**src/sv/qau_pkg.sv**
```systemverilog
package qau_pkg;

	localparam int W    = 32;
	localparam int F    = 16;
	localparam int OPW  = 4;
	localparam int SSW  = 2*W + 3;   // sum of four squares of 33-bit values
	localparam int RTW  = W + 2;     // floor square root of that sum
	localparam int NUMW = SSW + 1;   // divider numerator and remainder
	localparam int HSW  = 2*W + 2;   // sum of four products
	localparam int HRW  = HSW - F;   // that sum after the rounding shift
	localparam int QD   = 4;
	localparam int QAW  = $clog2(QD);
	localparam int QCW  = $clog2(QD + 1);

	localparam logic [OPW-1:0] OP_ADD  = OPW'(0);
	localparam logic [OPW-1:0] OP_SUB  = OPW'(1);
	localparam logic [OPW-1:0] OP_MUL  = OPW'(2);
	localparam logic [OPW-1:0] OP_DIV  = OPW'(3);
	localparam logic [OPW-1:0] OP_CONJ = OPW'(4);
	localparam logic [OPW-1:0] OP_NORM = OPW'(5);
	localparam logic [OPW-1:0] OP_NRMZ = OPW'(6);
	localparam logic [OPW-1:0] OP_INV  = OPW'(7);
	localparam logic [OPW-1:0] OP_DOT  = OPW'(8);
	localparam logic [OPW-1:0] OP_DIST = OPW'(9);
	localparam logic [OPW-1:0] OP_CHEB = OPW'(10);

	localparam logic signed [W-1:0] VMAX = {1'b0, {(W-1){1'b1}}};
	localparam logic signed [W-1:0] VMIN = {1'b1, {(W-1){1'b0}}};

	// Hamilton product: part c takes left[j] * right[c ^ j], negated where the bit is set
	localparam logic [15:0] RNEG = 16'h428E;

	typedef logic signed [W-1:0] val_t;
	typedef val_t [3:0] quat_t;
	typedef logic signed [W:0] wval_t;
	typedef wval_t [3:0] wquat_t;

	typedef struct packed {
		logic [OPW-1:0] op;
		quat_t          l;
		quat_t          r;
	} side_t;

	typedef struct packed {
		side_t  side;
		wquat_t sqop;
	} item_t;

	typedef struct packed {
		logic [NUMW-1:0] rem;
		logic [W-1:0]    low;
		logic [W-1:0]    q;
		logic            big;
		logic            neg;
	} dlane_t;

	typedef dlane_t [3:0] dlanes_t;

	function automatic logic rneg(input logic [1:0] c, input logic [1:0] j);
		return RNEG[{c, j}];
	endfunction

	// {clip, value}
	function automatic logic [W:0] sat64(input logic signed [63:0] v);
		logic [W:0] res;
		if (v > $signed({{(64-W){1'b0}}, VMAX}))
			res = {1'b1, VMAX};
		else if (v < $signed({{(64-W){1'b1}}, VMIN}))
			res = {1'b1, VMIN};
		else
			res = {1'b0, v[W-1:0]};
		return res;
	endfunction

endpackage

```
**src/sv/qau_queue.sv**
```systemverilog
module qau_queue (
	input  logic           clk,
	input  logic           arst_n,
	input  logic           push,
	input  qau_pkg::item_t wr_item,
	output logic           full,
	input  logic           pop,
	output logic           rd_vld,
	output qau_pkg::item_t rd_item
);

	qau_pkg::item_t              mem_q [qau_pkg::QD];
	logic [qau_pkg::QAW-1:0]     wptr_q;
	logic [qau_pkg::QAW-1:0]     rptr_q;
	logic [qau_pkg::QCW-1:0]     cnt_q;

	assign full    = cnt_q == qau_pkg::QCW'(qau_pkg::QD);
	assign rd_vld  = cnt_q != '0;
	assign rd_item = mem_q[rptr_q];

	always_ff @(posedge clk or negedge arst_n) begin
		if (!arst_n) begin
			wptr_q <= '0;
			rptr_q <= '0;
			cnt_q  <= '0;
		end else begin
			if (push)
				wptr_q <= wptr_q + qau_pkg::QAW'(1);
			if (pop)
				rptr_q <= rptr_q + qau_pkg::QAW'(1);
			if (push && !pop)
				cnt_q <= cnt_q + qau_pkg::QCW'(1);
			else if (pop && !push)
				cnt_q <= cnt_q - qau_pkg::QCW'(1);
		end
	end

	always_ff @(posedge clk) begin
		if (push)
			mem_q[wptr_q] <= wr_item;
	end

endmodule

```
**config.mk**
```make
export PLATFORM = sky130hd
export DESIGN_NAME = qau_queue
export DESIGN_NICKNAME = d
export VERILOG_FILES = /design/src/sv/qau_pkg.sv /design/src/sv/qau_queue.sv
export SDC_FILE = /design/constraint.sdc
export NUM_CORES = 1
export LEC_CHECK = 0
export BUFFER_PORTS_ARGS = -buffer_cell sky130_fd_sc_hd__buf_2
export CAP_MARGIN = 20
export CORE_AREA = 2 2 311 313
export CTS_BUF_LIST = sky130_fd_sc_hd__clkbuf_8
export DETAILED_ROUTE_END_ITERATION = 10
export DIE_AREA = 0 0 313 315
export GPL_ROUTABILITY_DRIVEN = 0
export PLACE_DENSITY_LB_ADDON = 0.05
export SLEW_MARGIN = 0
export SYNTH_ARGS = -nofsm -noshare
export SYNTH_HDL_FRONTEND = slang
export SYNTH_SLANG_ARGS = --single-unit
```
**constraint.sdc**
```tcl
create_clock -name clk -period 22.6 [get_ports clk]
set_input_delay 6.78 -clock clk [delete_from_list [all_inputs] [get_ports clk]]
set_output_delay 6.78 -clock clk [all_outputs]
set_load 0.03 [all_outputs]
```
==> reports/metrics.cfg <==
[place]
dpl.cell_count=4084
portBuffers=789
dp_hpwl_mm=78.86
dp_slack_ps=11010

[pwr]
netSwitchingPower_mw=3.355
ir_drop_mv=0.1052
power.share.sequential=0.428
p_comb_frac=0.356
power.internal_mw=5.923
powerDensity_nw_per_um2=139.7
power_switching_share=0.3616
pwr-share-clk=0.215
leakagePower_nw=22.74

[global_route]
grt_pass1_wl_mm=179.7
grt_start_max_net_pins=166
grt_pass1_vias=27490
overflow=0
grt_usage=0.2536
antenna_found_initial=84

[clock_tree]
hold_buffers=0
clk_latency_ps=880
cts_tree=yes
clock_sinks=1575
cts_root_buffer=clkbuf_8
cts_setup_buffers=0
cts_resized=0
h-tree-depth=4
clk_pin_slew_ps=50
cts_buffers=233
clockBufferDepth=3

[logic_synthesis]
syn_inst=2082
synth.distinct_cells=19
synth-async-reset-ratio=0.004444
synth-edff-count=1568
yosys-top-cells-area=edfxtp_1, mux4_2, buf_6, buf_2, dfrtp_1
synth_flop_cell=edfxtp_1
synthTopCellsByCount=edfxtp_1, mux4_2, buf_2
synth_top_cell_by_area=edfxtp_1
syn_area_per_cell_sq_um=27.37
syn_area_sq_um=56990
syn-num-nets=2484
yosysSeqAreaShare=0.8293
synth_top_cell_area_share=0.8262
synthMostInstantiatedCell=edfxtp_1
yosys_warnings=0
synth-seq-cells=1575

[route]
drt_iter0_markers=2164
wl_met1_mm=43.18
vias_per_cell=5.793
met2WireLength_mm=63.69
drc_errors=0
num_vias=26410
wl_met3_mm=12.99
wl_mm=124.8
drt.antenna.violating_nets=0
maxUsedRoutingLayer=met5
wl_per_cell_microns=27.39
dr.pass1.iters=5

[critical_path]
cp.arrival_ps=5210
worst-setup-path-type=reg -> out
critPathMaxStageDelay_ps=1050
crit_fanout=115
crit_path_frequent_cell=buf_4
endpoint_kind=primary output
r2r_end=mem_q[2][299]$_DFFE_PP_
rrSetupSlack_ps=18880
crit_path_start_kind=flip-flop
critPathRequiredTime_ps=15820
path_cells=buf_12 > buf_4 > buf_4 > buf_16 > mux4_2 > buf_2
reg2reg_depth=5
cpMaxStageDelayCell=dfrtp_4
r2r-start=wptr_q[0]$_DFFE_PN0P_

[sta]
fin_skew_ps=31.44
tightest_slew_ps=1337
setup_viol=0
period_share=0.5304
slew_headroom=0.1085
finalHoldViolCount=0
fin_ws_ps=10610
rsz0062_at_grt=no
period_needed_ps=11990
fmax_ghz=0.08342
report.final.slew_viol_count=0
tns_ps=0

[floorplanning]
fp.dieW_microns=313
initial_core_util=0.5955
pin_count=790
die_area_sq_um=98600
core_area_sq_um=95710
die_h_microns=315
rows=114

[min_path]
holdPathEnd=cnt_q[2]$_DFFE_PN0P_
hold_class=reg -> reg
min_from=cnt_q[2]$_DFFE_PN0P_
worstHoldPathCells=1

[run_status]
outcome=complete, no violations

[cells_and_area]
drive_gt1_frac=0.4590
syn_to_final_growth_pct=16.51
final_cells=4558
nNetsFinal=3447

[run]
cap_violations=0

critical path, delay by kind of cell (launching register included):
family	cells	cell delay, ps
flip-flops	1	1050
multiplexers	1	550
buffers and inverters	5	2640
metrics by stage:
stage | util | area [sq um] | power (mW) | hold slack, ps
5_1_grt | 0.6930 | 66330 | 9.658 | 535.2
2_1_floorplan | - | 56990 | 6.604 | 449.1
3_5_place_dp | 0.6493 | 62140 | 7.390 | 499.1
4_1_cts | 0.6918 | 66210 | 9.388 | 507.1
3_3_place_gp | 0.6493 | 62140 | 7.349 | 468.3
6_report | 0.6938 | 66400 | 9.278 | 505.9
cell usage in the layout (no fill, tap or decap), drive strengths merged, types with 2 or more instances in the layout:
| master | n |
|---|---|
| ha | 5 |
| mux4 | 392 |
| diode | 53 |
| buf | 816 |
| dfrtp | 7 |
| xnor2 | 2 |
| clkbuf | 238 |
| xor2 | 4 |
| nand2 | 2 |
| bufinv | 2 |
| clkinvlp | 4 |
| clkinv | 95 |
| edfxtp | 1568 |
| inv | 84 |
| and2 | 4 |
layer usage:
metal  vias up  GRT usage
met5         -          0
met4        62     0.1134
met3       298     0.1049
met2      1070     0.4053
met1     13830     0.3058
li1      11150          -
worst max-delay path by stage:
stage                                      from                    end  slack [ps]
after floorplan                            push  mem_q[1][0]$_DFFE_PP_        6200
after global placement    rptr_q[0]$_DFFE_PN0P_           rd_item[235]       11010
after detailed placement  rptr_q[0]$_DFFE_PN0P_           rd_item[235]       11010
after CTS                 rptr_q[0]$_DFFE_PN0P_           rd_item[235]       10040
after global routing      rptr_q[0]$_DFFE_PN0P_           rd_item[235]        9920
final                     rptr_q[0]$_DFFE_PN0P_           rd_item[235]       10610
state kept, by name, summed over array words and instances (netlist names):
register / cells
cnt_q: 3
wptr_q: 2
mem_q: 1568
rptr_q: 2
power groups by stage:
stage | clock network [mW] | logic, mW | registers, mW
after floorplan | 0 | 2.41 | 4.19
after global placement | 0 | 3.35 | 4.00
after detailed placement | 0 | 3.35 | 4.04
after CTS | 2.05 | 3.36 | 3.98
after global routing | 2.17 | 3.47 | 4.02
final | 2.00 | 3.31 | 3.97
area by class of cell:
class,count,area [sq um]
antenna,53,132.6
multi-input combinational,415,9040
sequential,1575,47270
fill,5972,29310
clock inverter,181,792.0
tap,1276,1597
clock buffer,238,3276
inverter,4,15.01
timing repair buffer,816,4279
kinds of logic (layout without fill, tap and decap cells):
logic type | after synthesis | in the layout | synth area share
xor gates and xnor gates | 6 | 6 | 0.0009221
DFF | 1575 | 1575 | 0.8293
adders and majority gates | 6 | 6 | 0.001449
buffers and inverters | 92 | 1239 | 0.01229
and+or+nand+nor | 9 | 9 | 0.0008782
AOI/OAI and AO/OA | 1 | 1 | 0.00008773
muxes | 393 | 393 | 0.1551
other | 0 | 53 | 0
Power figures use the tool's default switching activity.
