--- src/sv/qau_pkg.sv ---
package qau_pkg;

	localparam int W    = 32;
	localparam int F    = 16;
	localparam int OPW  = 4;
	localparam int SSW  = 2*W + 3;   // sum of four squares of 33-bit values
	localparam int RTW  = W + 2;     // floor square root of that sum
	localparam int NUMW = SSW + 1;   // divider numerator and remainder
	localparam int HSW  = 2*W + 2;   // sum of four products
	localparam int HRW  = HSW - F;   // that sum after the rounding shift
	localparam int QD   = 4;
	localparam int QAW  = $clog2(QD);
	localparam int QCW  = $clog2(QD + 1);

	localparam logic [OPW-1:0] OP_ADD  = OPW'(0);
	localparam logic [OPW-1:0] OP_SUB  = OPW'(1);
	localparam logic [OPW-1:0] OP_MUL  = OPW'(2);
	localparam logic [OPW-1:0] OP_DIV  = OPW'(3);
	localparam logic [OPW-1:0] OP_CONJ = OPW'(4);
	localparam logic [OPW-1:0] OP_NORM = OPW'(5);
	localparam logic [OPW-1:0] OP_NRMZ = OPW'(6);
	localparam logic [OPW-1:0] OP_INV  = OPW'(7);
	localparam logic [OPW-1:0] OP_DOT  = OPW'(8);
	localparam logic [OPW-1:0] OP_DIST = OPW'(9);
	localparam logic [OPW-1:0] OP_CHEB = OPW'(10);

	localparam logic signed [W-1:0] VMAX = {1'b0, {(W-1){1'b1}}};
	localparam logic signed [W-1:0] VMIN = {1'b1, {(W-1){1'b0}}};

	// Hamilton product: part c takes left[j] * right[c ^ j], negated where the bit is set
	localparam logic [15:0] RNEG = 16'h428E;

	typedef logic signed [W-1:0] val_t;
	typedef val_t [3:0] quat_t;
	typedef logic signed [W:0] wval_t;
	typedef wval_t [3:0] wquat_t;

	typedef struct packed {
		logic [OPW-1:0] op;
		quat_t          l;
		quat_t          r;
	} side_t;

	typedef struct packed {
		side_t  side;
		wquat_t sqop;
	} item_t;

	typedef struct packed {
		logic [NUMW-1:0] rem;
		logic [W-1:0]    low;
		logic [W-1:0]    q;
		logic            big;
		logic            neg;
	} dlane_t;

	typedef dlane_t [3:0] dlanes_t;

	function automatic logic rneg(input logic [1:0] c, input logic [1:0] j);
		return RNEG[{c, j}];
	endfunction

	// {clip, value}
	function automatic logic [W:0] sat64(input logic signed [63:0] v);
		logic [W:0] res;
		if (v > $signed({{(64-W){1'b0}}, VMAX}))
			res = {1'b1, VMAX};
		else if (v < $signed({{(64-W){1'b1}}, VMIN}))
			res = {1'b1, VMIN};
		else
			res = {1'b0, v[W-1:0]};
		return res;
	endfunction

endpackage

--- src/sv/qau_in_if.sv ---
interface qau_in_if;
	logic                     valid;
	logic                     ready;
	logic [qau_pkg::OPW-1:0]  op;
	logic signed [qau_pkg::W-1:0] left_real;
	logic signed [qau_pkg::W-1:0] left_i;
	logic signed [qau_pkg::W-1:0] left_j;
	logic signed [qau_pkg::W-1:0] left_k;
	logic signed [qau_pkg::W-1:0] right_real;
	logic signed [qau_pkg::W-1:0] right_i;
	logic signed [qau_pkg::W-1:0] right_j;
	logic signed [qau_pkg::W-1:0] right_k;

	modport source (output valid, op, left_real, left_i, left_j, left_k,
		right_real, right_i, right_j, right_k, input ready);
	modport sink (input valid, op, left_real, left_i, left_j, left_k,
		right_real, right_i, right_j, right_k, output ready);
endinterface

--- src/sv/qau_front.sv ---
module qau_front (
	input  logic           clk,
	input  logic           arst_n,
	qau_in_if.sink         req,
	input  logic           full,
	output logic           push,
	output qau_pkg::item_t item
);

	logic           f_vld_s1;
	qau_pkg::item_t f_item_s1;
	qau_pkg::item_t nxt;
	qau_pkg::quat_t l;
	qau_pkg::quat_t r;
	qau_pkg::wquat_t d;

	always_comb begin
		l = {req.left_k, req.left_j, req.left_i, req.left_real};
		r = {req.right_k, req.right_j, req.right_i, req.right_real};
		for (int i = 0; i < 4; i++)
			d[i] = {l[i][qau_pkg::W-1], l[i]} - {r[i][qau_pkg::W-1], r[i]};
		nxt.side.op = req.op;
		nxt.side.l  = l;
		nxt.side.r  = r;
		// squarer source: right for divide, differences for distance, else left
		for (int i = 0; i < 4; i++) begin
			unique case (req.op)
				qau_pkg::OP_DIV:  nxt.sqop[i] = {r[i][qau_pkg::W-1], r[i]};
				qau_pkg::OP_DIST: nxt.sqop[i] = d[i];
				default:          nxt.sqop[i] = {l[i][qau_pkg::W-1], l[i]};
			endcase
		end
	end

	assign req.ready = !f_vld_s1 || !full;
	assign push      = f_vld_s1 && !full;
	assign item      = f_item_s1;

	always_ff @(posedge clk or negedge arst_n) begin
		if (!arst_n)
			f_vld_s1 <= 1'b0;
		else if (req.ready)
			f_vld_s1 <= req.valid;
	end

	always_ff @(posedge clk) begin
		if (req.ready && req.valid)
			f_item_s1 <= nxt;
	end

endmodule

--- src/flat_wrapper.sv ---
// flat-port wrapper written by rule: the top's interface ports become plain ports
module qau_front_flat 
  (clk, arst_n, full, push, item, req_valid, req_op, req_left_real, req_left_i, req_left_j, req_left_k, req_right_real, req_right_i, req_right_j, req_right_k, req_ready);
  qau_in_if req_i ();
  input  logic clk;
  input  logic arst_n;
  input  logic full;
  output logic push;
  output qau_pkg::item_t item;
  input wire logic [$bits(req_i.valid)-1:0] req_valid;
  input wire logic [$bits(req_i.op)-1:0] req_op;
  input wire logic [$bits(req_i.left_real)-1:0] req_left_real;
  input wire logic [$bits(req_i.left_i)-1:0] req_left_i;
  input wire logic [$bits(req_i.left_j)-1:0] req_left_j;
  input wire logic [$bits(req_i.left_k)-1:0] req_left_k;
  input wire logic [$bits(req_i.right_real)-1:0] req_right_real;
  input wire logic [$bits(req_i.right_i)-1:0] req_right_i;
  input wire logic [$bits(req_i.right_j)-1:0] req_right_j;
  input wire logic [$bits(req_i.right_k)-1:0] req_right_k;
  output wire logic [$bits(req_i.ready)-1:0] req_ready;
  assign req_i.valid = req_valid;
  assign req_i.op = req_op;
  assign req_i.left_real = req_left_real;
  assign req_i.left_i = req_left_i;
  assign req_i.left_j = req_left_j;
  assign req_i.left_k = req_left_k;
  assign req_i.right_real = req_right_real;
  assign req_i.right_i = req_right_i;
  assign req_i.right_j = req_right_j;
  assign req_i.right_k = req_right_k;
  assign req_ready = req_i.ready;
  qau_front u_core (.clk(clk), .arst_n(arst_n), .req(req_i), .full(full), .push(push), .item(item));
endmodule
--- config.mk ---
export PLATFORM = sky130hd
export DESIGN_NAME = qau_front_flat
export DESIGN_NICKNAME = d
export VERILOG_FILES = /design/src/sv/qau_pkg.sv /design/src/sv/qau_in_if.sv /design/src/sv/qau_front.sv /design/src/flat_wrapper.sv
export SDC_FILE = /design/constraint.sdc
export NUM_CORES = 1
export LEC_CHECK = 0
export BUFFER_PORTS_ARGS = -buffer_cell sky130_fd_sc_hd__buf_4
export CAP_MARGIN = 0
export CORE_AREA = 2 2 256 258
export CTS_CLUSTER_SIZE = 25
export DETAILED_ROUTE_END_ITERATION = 10
export DIE_AREA = 0 0 258 260
export PLACE_DENSITY = 0.66
export SLEW_MARGIN = 20
export SYNTH_ARGS = -nofsm -noshare
export SYNTH_HDL_FRONTEND = slang
export SYNTH_SLANG_ARGS = --single-unit
--- constraint.sdc ---
create_clock -name clk -period 12.7 [get_ports clk]
set_input_delay 1.27 -clock clk [delete_from_list [all_inputs] [get_ports clk]]
set_output_delay 1.27 -clock clk [all_outputs]
set_load 0.05 [all_outputs]
==> metrics <==
Synth warnings 0; root buffer cell clkbuf_16; Site Rows 93; Rel. slew slack 19.35%; I/O Buffers 657; Avg Inst Size Synth 11.74 µm²; Final WS setup 8725 ps; VDD IR max 109.9 µV; DR DRC count 0; Sink Count 393; sequential area share after synthesis 57.14%; Req. time, crit path 13000 ps; first-pass GRT wire length 95940 µm; initial antenna violation count 7; RSZ-0062 raised after global routing no; total power 3.851 mW; RD Place Congestion 0.8524; Tmin final 3975 ps; io pins 658; Pre-antenna DRT Iters 5; fin. max-slew vios 0; fmax 251.6 MHz; Post-DP HPWL 49560 µm; syn_nets 2154; core area 64120 µm²; wire length per cell 19.66 µm; Layout area overhead 36.02%; Max Clock Skew 33.53 ps; utilization after layout 43.80%; H-tree depth 2; Clock transition at path regs 60 ps; # nets final 2794; max-cap check violation count 0; post-CTS setup buffers 0; largest net degree at the start of global routing 171; DRT iter0 DRCs 1284; placed inst area 26530 µm²; status completed; library cells used by synthesis 69; Starting Density 32.20%; crit start category primary input; antenna violation net count after detailed routing 0; all-layer global routing usage 18.26%; FF+latch count, synth 393; final wirelength 64740 µm; top_reg_cell synth edfxtp_1; final period utilization 31.30%; setup TNS 0 ps; Die Span Y 260 µm; Static Leakage 12.21 nW; EDFF count, synth 392; CTS buffer count 44; GRT overflow 0; vias in the first global route 16512; DIE AREA 67080 µm²; Max Root-Sink Buffers 3; chip width 258 µm; clock latency on the worst-skew pair 580 ps; Cells after Synth 1758; CP Class in2reg; Hold Path Class in2async; cts hold-fix bufs 0; CTS tree yes; Post-CTS Resized 0; final setup vio count 0; worst-margin pin slew 1210 ps; PD cells 137.1 nW/µm²; ratio of cells with drive above 1 in the final layout 30.90%; post-route cell area 28080 µm²; pre-CTS setup slack 8149 ps; crit path capture type flip-flop; Async SR Flop Fraction 0.2545%; area of the mapped netlist 20650 µm²; vias 16815; worst path arrival time 4280 ps; Hold Vio Cnt, Final 0; worst-path fanout max 4; vias per cell 5.106
-- metrics by stage --
stage               cells  hold slack (ps)
floorplan            1758            817.1
global placement     3207            507.2
detailed placement   3207            523.5
CTS                  3289            436.0
global route         3292            451.6
finish               3293            488.0
-- area by class of cell --
type / count / area, µm²
clock inverters: 33 / 405.4
flip-flops and latches: 393 / 11800
clock buffers: 49 / 1141
repair buffers: 666 / 5025
well taps: 855 / 1070
diodes: 4 / 10.01
multi-input cells: 1134 / 8039
fillers: 5873 / 36030
inverters: 159 / 596.8
-- cells in the final DEF (no fill, tap or decap), drive strengths merged, types with 49 or more instances in the layout --
cell,Yosys,final
a21o,71,71
a21oi,114,114
a22oi,104,104
buf,2,666
clkbuf,70,49
edfxtp,392,392
ha,128,128
inv,159,163
nand2,84,84
nor2,62,62
o21ai,168,168
xnor2,57,57
-- flip-flops by register name (all words and copies together), names as in the netlist --
name             cells
u_core.f_vld_s1      1
u_core.item        392
-- per-layer routing --
layer	up-vias	share of wire, %	global-route usage, %	wire length (µm)
met2	715	50	31.84	32560
met5	-	0.036	0	23
met3	108	7.7	4.269	5016
met4	4	3.1	6.663	1982
li1	7921	-	-	-
met1	8067	39	21.97	25160
-- Yosys cell counts, types with 5 or more instances --
master	number	share of area [%]
mux2i_1	8	0.39
nor3_1	22	0.53
nor2b_1	29	0.88
a31oi_1	14	0.42
inv_1	159	2.9
o31ai_1	12	0.44
nand2b_1	15	0.45
a21o_1	71	2.6
xor2_1	42	1.8
and3_1	12	0.36
a22oi_1	104	3.8
edfxtp_1	392	57
a221o_1	15	0.73
xnor2_1	57	2.4
o21ai_0	80	1.9
a221oi_1	6	0.25
nand2_1	84	1.5
o21ai_1	87	2.1
o211ai_1	7	0.25
a41oi_1	5	0.21
nand3b_1	5	0.18
a21oi_1	113	2.7
ha_1	128	7.8
o21bai_1	17	0.62
and2_1	8	0.24
o21a_1	9	0.33
nand4_1	17	0.52
nor2_1	62	1.1
or2_2	5	0.15
clkbuf_1	70	1.3
a211oi_1	7	0.25
nand3_1	32	0.78
-- kinds of logic (layout without fill, tap and decap cells) --
kind of cell | count (synthesis) | in the layout | share of synthesized area (%)
compound gates | 586 | 586 | 18.45
flops | 393 | 393 | 57.14
simple gates | 309 | 309 | 7.484
buf+inv | 231 | 907 | 4.200
fa+ha+maj | 132 | 132 | 8.145
xor+xnor | 99 | 99 | 4.200
mux | 8 | 8 | 0.3879
other cells | 0 | 4 | 0
-- path summary, 6_finish.rpt --
kind | start | to | slack [ps] | cells past startpoint
setup / recovery | req_left_k[0] | u_core.item[129]$_DFFE_PP_ | 8720 | 14
hold / removal | arst_n | u_core.f_vld_s1$_DFFE_PN0N_ | 490 | 1
setup reg to reg | u_core.f_vld_s1$_DFFE_PN0N_ | u_core.item[280]$_DFFE_PP_ | 10020 | 3
hold reg to reg | u_core.f_vld_s1$_DFFE_PN0N_ | u_core.f_vld_s1$_DFFE_PN0N_ | 560 | 2
max in group asynchronous | arst_n | u_core.f_vld_s1$_DFFE_PN0N_ | 12130 | 1
min in group clk | u_core.f_vld_s1$_DFFE_PN0N_ | u_core.f_vld_s1$_DFFE_PN0N_ | 560 | 2
-- where the power goes --
group          internal [mW]  leakage (nW)  switching, mW
Clock                  0.833         0.752          0.536
Combinational          0.318          7.71          0.613
Sequential              1.53          3.75         0.0245
-- critical path, stage by stage --
cell and delay [ps]:
buf_4 100, inv_1 50, ha_1 200, fa_1 380
nor2b_1 170, o21ai_1 120, a211oi_1 480, o21ai_2 160
a41oi_2 320, and4_4 280, a311oi_4 50, a21oi_2 250
nand2_1 80, a311o_1 360
No activity file was read; power rests on OpenSTA's default activity.
